<file path="src/sv/mdio_pkg.sv">
// Shared types and constants for the clause 22 management master.
// Used by the front, queue and engine modules and by the top level.
package mdio_pkg;

	localparam int IDX_W      = 7;
	localparam int FRAME_W    = 32;
	localparam int DATA_W     = 16;
	localparam int ADDR_W     = 5;
	localparam int HDR_BITS   = 14;

	localparam logic [FRAME_W-1:0] READ_FRAME  = 32'h6000_0000;
	localparam logic [FRAME_W-1:0] WRITE_FRAME = 32'h5002_0000;

	// input op codes
	localparam logic [1:0] OP_TICK  = 2'd0;
	localparam logic [1:0] OP_READ  = 2'd1;
	localparam logic [1:0] OP_WRITE = 2'd2;

	typedef enum logic [1:0] {
		KIND_TICK     = 2'd0,
		KIND_START_RD = 2'd1,
		KIND_START_WR = 2'd2,
		KIND_NOP      = 2'd3
	} kind_t;

	typedef struct packed {
		kind_t              kind;
		logic [FRAME_W-1:0] frame;
		logic               din;
	} entry_t;

	typedef struct packed {
		logic              mdio_out;
		logic              mdio_oe;
		logic [DATA_W-1:0] read_data;
		logic              done_res;
		logic              busy_res;
		logic              rejected;
	} res_t;

endpackage

</file>
<file path="src/sv/mdio_front.sv">
// Front end: decodes the incoming op and builds the 32-bit frame word on a start.
// Depends on mdio_pkg.
module mdio_front import mdio_pkg::*; (
	input  logic [1:0]        op,
	input  logic [ADDR_W-1:0] phy_addr,
	input  logic [ADDR_W-1:0] reg_addr,
	input  logic [DATA_W-1:0] write_data,
	input  logic              mdio_in,
	output entry_t            entry
);

	logic [FRAME_W-1:0] base;

	always_comb begin
		unique case (op)
			OP_TICK:  entry.kind = KIND_TICK;
			OP_READ:  entry.kind = KIND_START_RD;
			OP_WRITE: entry.kind = KIND_START_WR;
			default:  entry.kind = KIND_NOP;
		endcase
		// write data sits in the low half of a write frame
		base = (op == OP_READ) ? READ_FRAME : (WRITE_FRAME | FRAME_W'(write_data));
		entry.frame = base | (FRAME_W'(phy_addr) << 23) | (FRAME_W'(reg_addr) << 18);
		entry.din   = mdio_in;
	end

endmodule

</file>
<file path="src/sv/mdio_queue.sv">
// Two-entry queue between the front end and the bit engine.
// Depends on mdio_pkg.
module mdio_queue import mdio_pkg::*; (
	input  logic   clk,
	input  logic   arst_n,
	input  logic   push,
	input  entry_t push_entry,
	output logic   full,
	input  logic   pop,
	output logic   valid,
	output entry_t head
);

	entry_t     mem_q [2];
	logic       wr_ptr_q;
	logic       rd_ptr_q;
	logic [1:0] count_q;

	assign full  = (count_q == 2'd2);
	assign valid = (count_q != 2'd0);
	assign head  = mem_q[rd_ptr_q];

	always_ff @(posedge clk) begin
		if (push) begin
			mem_q[wr_ptr_q] <= push_entry;
		end
	end

	always_ff @(posedge clk or negedge arst_n) begin
		if (!arst_n) begin
			wr_ptr_q <= 1'b0;
			rd_ptr_q <= 1'b0;
			count_q  <= 2'd0;
		end else begin
			if (push) begin
				wr_ptr_q <= ~wr_ptr_q;
			end
			if (pop) begin
				rd_ptr_q <= ~rd_ptr_q;
			end
			case ({push, pop})
				2'b10:   count_q <= count_q + 2'd1;
				2'b01:   count_q <= count_q - 2'd1;
				default: count_q <= count_q;
			endcase
		end
	end

endmodule

</file>
<file path="src/sv/mdio_engine.sv">
// Bit engine: runs the preamble/header/turnaround/data sequence, one entry per cycle
// while the output register that holds each result can take it. Depends on mdio_pkg.
module mdio_engine import mdio_pkg::*; #(
	parameter int PREAMBLE_BITS = 32
) (
	input  logic   clk,
	input  logic   arst_n,
	input  logic   in_valid,
	input  entry_t in_entry,
	output logic   pop,
	output logic   out_valid,
	input  logic   out_ready,
	output res_t   out_res
);

	localparam logic [IDX_W-1:0] PRE_END  = IDX_W'(PREAMBLE_BITS);
	localparam logic [IDX_W-1:0] HDR_END  = IDX_W'(PREAMBLE_BITS + HDR_BITS);
	localparam logic [IDX_W-1:0] TA2_IDX  = IDX_W'(PREAMBLE_BITS + HDR_BITS + 1);
	localparam logic [IDX_W-1:0] DATA_END = IDX_W'(PREAMBLE_BITS + HDR_BITS + 2 + DATA_W);

	logic               active_q;
	logic               is_read_q;
	logic [IDX_W-1:0]   idx_q;
	logic [FRAME_W-1:0] frame_q;
	logic [DATA_W-1:0]  rshift_q;
	logic               out_valid_q;
	res_t               res_q;

	logic               active_n;
	logic               is_read_n;
	logic [IDX_W-1:0]   idx_n;
	logic [FRAME_W-1:0] frame_n;
	logic [DATA_W-1:0]  rshift_n;
	res_t               res_n;

	assign pop       = in_valid && (!out_valid_q || out_ready);
	assign out_valid = out_valid_q;
	assign out_res   = res_q;

	always_comb begin
		active_n  = active_q;
		is_read_n = is_read_q;
		idx_n     = idx_q;
		frame_n   = frame_q;
		rshift_n  = rshift_q;

		res_n.mdio_out  = 1'b1;
		res_n.mdio_oe   = 1'b0;
		res_n.read_data = '0;
		res_n.done_res  = 1'b0;
		res_n.busy_res  = active_q;
		res_n.rejected  = 1'b0;

		unique case (in_entry.kind)
			KIND_START_RD, KIND_START_WR: begin
				res_n.busy_res = 1'b1;
				if (active_q) begin
					res_n.rejected = 1'b1;
				end else begin
					is_read_n = (in_entry.kind == KIND_START_RD);
					frame_n   = in_entry.frame;
					rshift_n  = '0;
					idx_n     = '0;
					active_n  = 1'b1;
				end
			end
			KIND_TICK: begin
				if (active_q) begin
					idx_n = idx_q + IDX_W'(1);
					if (idx_q < PRE_END) begin
						res_n.mdio_oe = 1'b1;
					end else if (idx_q < HDR_END) begin
						res_n.mdio_oe  = 1'b1;
						res_n.mdio_out = frame_q[FRAME_W-1];
						frame_n        = frame_q << 1;
					end else if (idx_q == HDR_END) begin
						res_n.mdio_oe = 1'b1;
						frame_n       = frame_q << 1;
					end else if (idx_q == TA2_IDX) begin
						// read releases the line, write drives 0
						res_n.mdio_oe  = ~is_read_q;
						res_n.mdio_out = is_read_q;
						frame_n        = frame_q << 1;
					end else if (idx_q < DATA_END) begin
						if (is_read_q) begin
							rshift_n = {rshift_q[DATA_W-2:0], in_entry.din};
						end else begin
							res_n.mdio_oe  = 1'b1;
							res_n.mdio_out = frame_q[FRAME_W-1];
							frame_n        = frame_q << 1;
						end
					end else begin
						res_n.read_data = is_read_q ? rshift_q : '0;
						res_n.done_res  = 1'b1;
						res_n.busy_res  = 1'b0;
						active_n        = 1'b0;
						idx_n           = '0;
					end
				end
			end
			default: begin
				// reserved op: idle result, state holds
			end
		endcase
	end

	always_ff @(posedge clk or negedge arst_n) begin
		if (!arst_n) begin
			active_q    <= 1'b0;
			is_read_q   <= 1'b0;
			idx_q       <= '0;
			frame_q     <= '0;
			rshift_q    <= '0;
			out_valid_q <= 1'b0;
		end else begin
			if (pop) begin
				active_q  <= active_n;
				is_read_q <= is_read_n;
				idx_q     <= idx_n;
				frame_q   <= frame_n;
				rshift_q  <= rshift_n;
			end
			if (pop) begin
				out_valid_q <= 1'b1;
			end else if (out_ready) begin
				out_valid_q <= 1'b0;
			end
		end
	end

	always_ff @(posedge clk) begin
		if (pop) begin
			res_q <= res_n;
		end
	end

endmodule

</file>
<file path="src/sv/mdio_clause22_master_top.sv">
// Top level of the clause 22 management master: front end, queue and bit engine.
// Depends on mdio_pkg, mdio_front, mdio_queue and mdio_engine.
//
// Every input word yields exactly one output word. Words are taken one per cycle while
// the queue is not full; a result passes through the queue and then the engine's
// output register. The sustained rate is one word per cycle while the output side is
// ready, set by the bit engine, which retires one queued word per cycle into its output
// register. A transaction is a start
// word followed by PREAMBLE_BITS + 33 tick words, each tick being one management
// clock bit period; the final tick carries tlast (done) and, on a read, the data.
// A start while a transaction runs returns a word with the rejected flag set.
module mdio_clause22_master_top import mdio_pkg::*; #(
	parameter int PREAMBLE_BITS = 32
) (
	input  logic        clk,
	input  logic        arst_n,
	input  logic        s_tvalid,
	output logic        s_tready,
	input  logic [31:0] s_tdata,   // phy_addr[4:0], reg_addr[9:5], write_data[25:10], mdio_in[26]
	input  logic [1:0]  s_tuser,   // op[1:0]
	output logic        m_tvalid,
	input  logic        m_tready,
	output logic [23:0] m_tdata,   // mdio_out[0], mdio_oe[1], read_data[17:2], busy_res[18]
	output logic        m_tuser,   // rejected
	output logic        m_tlast    // done_res
);

	entry_t front_entry;
	entry_t head;
	logic   q_full;
	logic   q_valid;
	logic   q_pop;
	logic   push;
	res_t   res;

	assign s_tready = ~q_full;
	assign push     = s_tvalid && ~q_full;

	mdio_front u_front (
		.op         (s_tuser),
		.phy_addr   (s_tdata[4:0]),
		.reg_addr   (s_tdata[9:5]),
		.write_data (s_tdata[25:10]),
		.mdio_in    (s_tdata[26]),
		.entry      (front_entry)
	);

	mdio_queue u_queue (
		.clk        (clk),
		.arst_n     (arst_n),
		.push       (push),
		.push_entry (front_entry),
		.full       (q_full),
		.pop        (q_pop),
		.valid      (q_valid),
		.head       (head)
	);

	mdio_engine #(
		.PREAMBLE_BITS (PREAMBLE_BITS)
	) u_engine (
		.clk       (clk),
		.arst_n    (arst_n),
		.in_valid  (q_valid),
		.in_entry  (head),
		.pop       (q_pop),
		.out_valid (m_tvalid),
		.out_ready (m_tready),
		.out_res   (res)
	);

	assign m_tdata = {5'd0, res.busy_res, res.read_data, res.mdio_oe, res.mdio_out};
	assign m_tuser = res.rejected;
	assign m_tlast = res.done_res;

endmodule
</file>
<file path="config.mk">
export PLATFORM = sky130hd
export DESIGN_NAME = mdio_clause22_master_top
export DESIGN_NICKNAME = d
export VERILOG_FILES = /design/src/sv/mdio_pkg.sv /design/src/sv/mdio_front.sv /design/src/sv/mdio_queue.sv /design/src/sv/mdio_engine.sv /design/src/sv/mdio_clause22_master_top.sv
export SDC_FILE = /design/constraint.sdc
export NUM_CORES = 1
export LEC_CHECK = 0
export BUFFER_PORTS_ARGS = -buffer_cell sky130_fd_sc_hd__buf_2
export CAP_MARGIN = 20
export CORE_MARGIN = 3
export CORE_UTILIZATION = 45
export CTS_CLUSTER_SIZE = 8
export DETAILED_ROUTE_END_ITERATION = 12
export PLACE_DENSITY_LB_ADDON = 0.08
export SYNTH_ARGS = -nofsm -noshare
export SYNTH_HDL_FRONTEND = slang
export SYNTH_SLANG_ARGS = --single-unit
</file>
<file path="constraint.sdc">
create_clock -name clk -period 3.6 [get_ports clk]
set_clock_uncertainty 0.2 [all_clocks]
set_input_delay 1.08 -clock clk [delete_from_list [all_inputs] [get_ports clk]]
set_output_delay 1.08 -clock clk [all_outputs]
set_load 0.02 [all_outputs]
</file>
* Yosys cells after proc, flatten, opt, wreduce, memory -nomap -nowiden
Memories as Yosys holds them, arrays and structs flattened.
Cells that the tools add are included.
** Operators by class
- Eq/ne operators :: 19
- Bitwise operators :: 8
- Reduce and logical (&&, ||, !) cells :: 20
- Add/subtract/negate cells :: 3
- Multiplexer cells :: 55
- Order comparisons :: 3
** Operator list (count)
- $mux 32 :: 8
- $mux 16 :: 8
- $pmux 32 s2 :: 1
- $mux 7 :: 7
- $or 32x23->32 :: 1
- $or 32x28->32 :: 1
- $pmux 16 s2 :: 1
- $mux 30 :: 1
- $mux 1 :: 19
- $eq 7x6->1 const B :: 2
- $lt 7x6->1 const B :: 2
- $pmux 7 s2 :: 1
- $mux 2 :: 5
- $ne 2x2->1 const B :: 5
- $reduce_and 10->1 :: 1
- $eq 2x2->1 const B :: 4
- $reduce_bool 2->1 :: 4
- $reduce_or 8->1 :: 1
- $add 7x1->7 const B :: 1
- $lt 7x7->1 const B :: 1
- $reduce_and 7->1 :: 1
- $eq 2x1->1 const B :: 3
- $ne 2x1->1 const B :: 3
- $not 1->1 :: 6
- 17 further kinds :: 21
** Word-level totals
- Output and inout bits :: 28
- Logic and storage cells :: 124
- Bits in registers :: 83
- RAM bits :: 70
- Input bits :: 38
- Memories :: 1
** Memories
- u_queue.mem_q :: words 2, bits a word 35, read ports 1, clocked after Yosys merged registers in 0, write ports 1, RTL line mdio_queue.sv:14 : entry_t mem_q [2];

* Depth between registers and ports, before layout
An unclocked memory read counts as a cell.
- Depth after elaboration :: 9
- Mapped depth :: 10
- Mapped depth without buffers :: 7

* By module
A second synthesis with hierarchy kept.
** Unflattened totals
- Cell total of the unflattened synthesis :: 452
- Area total of the unflattened synthesis :: 6751.5 um^2
** By module, submodules not included
- mdio_engine :: cells each 281, seq. area each 2082.0 um^2, instances 1, area each 3550.9 um^2
- mdio_queue :: cells each 125, seq. area each 2202.1 um^2, instances 1, area each 2862.7 um^2
- mdio_front :: cells each 38, seq. area each 0.0 um^2, instances 1, area each 286.5 um^2
- mdio_clause22_master_top :: cells each 8, seq. area each 0.0 um^2, instances 1, area each 51.3 um^2

* Worst setup path after synthesis
Ideal clock, no wire load.
- Kind :: input to register
- Start :: in m_tready
- End :: reg u_engine.frame_q[10]
- Buffers on the path :: 1
- Arrival time :: 3107 ps
- Slack :: 167 ps
- Library setup time :: 125 ps
- Cell stages on the path :: 5
- Required time :: 3275 ps
- Cells stage by stage :: nor2b_1 nor2_1 o311a_4 buf_6 mux2_4
** Between the ends
- Longest elaborated chain between the ends :: 3
** RTL lines
- start: declaration :: RTL line mdio_clause22_master_top.sv:22 : input logic m_tready,
- $logic_or 1x1->1 :: RTL line mdio_engine.sv:36 : assign pop = in_valid && (!out_valid_q || out_ready);
- $logic_and 1x1->1 :: RTL line mdio_engine.sv:36
- net q_pop :: RTL line mdio_clause22_master_top.sv:32 : logic q_pop;
- $reduce_and 7->1 (no line)
- end signal: assignment :: RTL line mdio_engine.sv:120 : frame_q <= frame_n;
- end: declaration :: RTL line mdio_engine.sv:24 : logic [FRAME_W-1:0] frame_q;
The timed path passes the listed nets, and every way through them passes these cells.
A chain may end at the register's enable or synchronous reset.

* Worst setup path after layout
- Start :: reg u_queue.rd_ptr_q
- End :: reg u_engine.frame_q[4]
** Between the ends
- Longest elaborated chain between the ends :: 5
- Elaborated cells between the ends (all ways) :: 14
- Classes of those cells :: eq/ne: 7; mux: 2; reduce/logical: 4; memory: 1
** RTL lines
- start: declaration :: RTL line mdio_queue.sv:16 : logic rd_ptr_q;
- start signal: assignment :: RTL line mdio_queue.sv:39 : rd_ptr_q <= ~rd_ptr_q;
- $mem_v2 2x35 (*)
- $eq 2x2->1 / $eq 2x1->1 (equally long branches) :: RTL line mdio_engine.sv:54 : unique case (in_entry.kind)
- $reduce_or 2->1 :: RTL line mdio_engine.sv:54
- $ne 2x2->1 (no line) / $reduce_bool 2->1 (equally long branches)
- $reduce_and 7->1 (no line)
Mark *: on every way between the ends. The rest lies on a longest branch, timed or not. The select of a mux whose other input is x is not followed.

==> qor.csv <==
stage,metric,value,unit
clock_network,root buffer cell,clkbuf_16,
timing,fin crit share,84.9,%
setup_path,Bufs and invs on worst path,1,
setup_path,"CP delay by family, top",multiplexers,
synth,largest family of logic cells by synthesized area,simple AND/OR/NAND/NOR gates,
setup_path,r2r worst-path depth,6,
job,Max-Cap Viols,0,
power,clock share of power,31.9,%
synth,most common flop cell mapped by yosys,edfxtp_1,
clock_network,Inserted Clock Buffers,17,
timing,Max transition margin,42.3,%
place,GPL Wtd Cong,0.741,
cells_and_area,Post-Route Utilization,54.0,%
setup_path,CP Class,reg2reg,
power,leak pwr,0.00313,uW
timing,Worst Tran Pin Value,863,ps
setup_path,r2r setup slk,540,ps
synth,Synth Instances,484,
synth,"Cell Area, Synth",6500,um2
setup_path,CP required,3690,ps
cells_and_area,Ant. Diodes,0,
global_route,initial antenna violation count,0,
timing,Max Clock Freq,0.327,GHz
power,Net Sw Frac,29.9,%
global_route,GRT Total Usage,14.7,%
setup_path,startpoint types,register,
clock_network,Clock transition at path regs,60,ps
clock_network,Setup Buffers After CTS,0,
run_status,outcome,finished clean,
drt,DRC,0,
synth,asr flop ratio synth,42.8,%
synth,"Avg Cell Area, Syn",13.4,um2
timing,Final Setup Violations,0,
setup_path,Critical Path Max Stage Delay,610,ps
synth,Synth Area in Simple Gates,12.5,%
cells_and_area,final instance area,7560,um2
cells_and_area,fin nets,583,
setup_path,CP max-delay cell,o311a_4,
place,placed cell areas,6920,um2
drt,wire per inst,15.1,um
global_route,vias in the first global route,3861,
timing,final hold violation count,0,
worst_hold_path,worst hold start,u_engine.frame_q[3],
setup_path,Crit Path Max Fanout,49,
setup_path,RR Startpoint,u_queue.rd_ptr_q,
power,sequential share of power,42.6,%
setup_path,CP endpoint kind,register,
drt,routed wire length,11000,um
worst_hold_path,WHS Path Cells,1,
drt,Post-DRT Antenna Nets,0,
die,# IOs,66,
drt,Pre-Repair DR Iteration Count,4,
place,I/O Buffers,55,
timing,Fin Setup TNS,0,ps
place,placed cells,699,
die,core area,14000,um2
timing,Pins Over Slew Limit,0,
cells_and_area,fin cells,731,
power,cell area power density,778,nW/um2
setup_path,CP cell instances,"mux2i_1, ha_2, buf_4, nand2_1, o311a_4, mux2_1",
global_route,pin count of the biggest net entering global routing,50,
drt,vias per cell,5.20,
setup_path,Critical R2R Capture,u_engine.frame_q[4],
power,Peak VDD IR,0.374,mV
die,Die X,126,um
die,die area,15900,um2
clock_network,clock tree buffer depth,2,
synth,unique cell type count in the Yosys netlist,49,
place,hpwl dp,6890,um
cells_and_area,area grow syn2layout,16.3,%
power,Switching Power,1760,uW
global_route,"Remaining Overflow, GRT",0,
clock_network,CTS tree,done,
synth,post-synthesis compound-gate area fraction,7.76,%
die,Initial Utilization,46.5,%
worst_hold_path,hold crit path type,reg2reg,
power,Tot Pwr,5880,uW
die,die height,126,um
setup_path,crit path DAT,3150,ps
clock_network,clk_lat worst skew,410,ps
synth,Synthesis Warnings,0,
clock_network,H-tree depth,4,
synth,xor/xnor share of the synthesized area,0.674,%
clock_network,clock sink count,145,
timing,RSZ-0062 raised after global routing,no,
synth,sequential element share of the synthesized area,62.2,%
clock_network,hold buffer count at CTS,0,
power,Pint,4120,uW
clock_network,# resized after CTS,0,
die,std cell rows,43,
cells_and_area,layout cells sized above 1,24.5,%
synth,"EDFF count, synth",83,
synth,multiplexer share of the synthesized area,11.8,%
drt,Iter 0 DRT Violations,269,
synth,"FF+latch count, synth",145,
synth,adder-cell share of the synthesized area,1.35,%
global_route,first-pass GRT wire length,18700,um
power,combinational power share,25.6,%
timing,fin crit period,3060,ps
worst_hold_path,hold endpoint,u_engine.frame_q[3],
drt,routed via count,3802,
## sequential cells by signal, indices dropped and copies added (netlist names)
| name | flops |
|---|---|
| u_queue.mem_q | 62 |
| u_engine.frame_q | 32 |
| u_engine.out_res | 21 |
| u_engine.rshift_q | 16 |
| u_engine.idx_q | 7 |
| u_queue.count_q | 2 |
| u_engine.active_q | 1 |
| u_engine.is_read_q | 1 |
| u_engine.out_valid | 1 |
| u_queue.rd_ptr_q | 1 |
| u_queue.wr_ptr_q | 1 |
## Yosys cell counts (3+ instances only)
library cell | number | area, um2
edfxtp_1 | 83 | 2490
dfrtp_1 | 62 | 1550
nand2_1 | 41 | 154
mux2i_1 | 33 | 330
and2_1 | 31 | 194
o21ai_0 | 29 | 145
mux2_4 | 27 | 405
and3_1 | 18 | 113
clkbuf_1 | 17 | 63.8
nor2_1 | 16 | 60.1
a221o_1 | 13 | 130
nor4b_1 | 13 | 114
buf_2 | 10 | 50.1
inv_1 | 9 | 33.8
nand2b_1 | 8 | 50.1
ha_1 | 7 | 87.6
buf_4 | 5 | 37.5
nor2b_1 | 5 | 31.3
a21oi_1 | 4 | 20.0
buf_6 | 4 | 45.0
o21ai_1 | 4 | 20.0
nand3_1 | 3 | 15.0
nor3_1 | 3 | 15.0
o31ai_1 | 3 | 22.5
xnor2_1 | 3 | 26.3
## worst max path at each step
stage                                 from                    to  cells past startpoint  slack (ps)
after floorplan                   m_tready  u_engine.frame_q[10]                      5         170
after global placement    u_queue.rd_ptr_q   u_engine.frame_q[4]                      6         560
after detailed placement  u_queue.rd_ptr_q   u_engine.frame_q[4]                      6         530
after CTS                 u_queue.rd_ptr_q   u_engine.frame_q[4]                      6         510
after global routing      u_queue.rd_ptr_q  u_engine.rshift_q[8]                      7         300
final                     u_queue.rd_ptr_q   u_engine.frame_q[4]                      6         540
## routing by layer
| metal | part of all wire, % | vias to the layer above | track usage, % |
|---|---|---|---|
| li1 | - | 1868 | - |
| met3 | 4.0 | 10 | 3.77 |
| met5 | 0 | - | 0 |
| met4 | 1.1 | 0 | 6.44 |
| met1 | 45 | 1851 | 18.4 |
| met2 | 50 | 73 | 24.3 |
## layout by cell type (no fill, tap or decap), types with 13 or more instances in the layout
cell	Yosys	routed
a221o_1	13	13
and2_1	31	31
and3_1	18	18
buf_2	10	55
clkbuf_16	0	17
dfrtp_1	62	61
edfxtp_1	83	83
mux2_4	27	27
mux2i_1	33	33
nand2_1	41	41
nor2_1	16	14
nor4b_1	13	13
o21ai_0	29	29
## per-stage QoR
step | hold slack, ps | worst slack, ps
after CTS | 294 | 506
after global placement | 272 | 557
after detailed placement | 280 | 532
final | 289 | 542
after global routing | 320 | 298
after floorplan | 258 | 167
## cell families (layout without fill, tap and decap cells)
group | count (synthesis) | in the layout
other cells | 1 | 5
fa+ha+maj | 7 | 7
xor+xnor | 5 | 5
compound gates | 70 | 70
simple gates | 147 | 147
mux | 63 | 63
buf+inv | 46 | 109
flops | 145 | 145
## power by group through the flow
stage / combinational, uW / clock [uW] / sequential, uW
5_1_grt: 1680 / 1990 / 2560
3_3_place_gp: 1500 / 0 / 2520
4_1_cts: 1540 / 1920 / 2510
2_1_floorplan: 1090 / 0 / 2540
3_5_place_dp: 1530 / 0 / 2530
6_report: 1500 / 1870 / 2500
## area by class of cell
cell class                      count  area [um2]
Tap cell                          180         225
Inverter                           10        37.5
Clock inverter                     12         189
Fill cell                        1191        6430
Multi-Input combinational cell    297        2250
Timing Repair Buffer               67         365
Clock buffer                       20         447
Sequential cell                   145        4050
(Power assumes the default switching activity.)
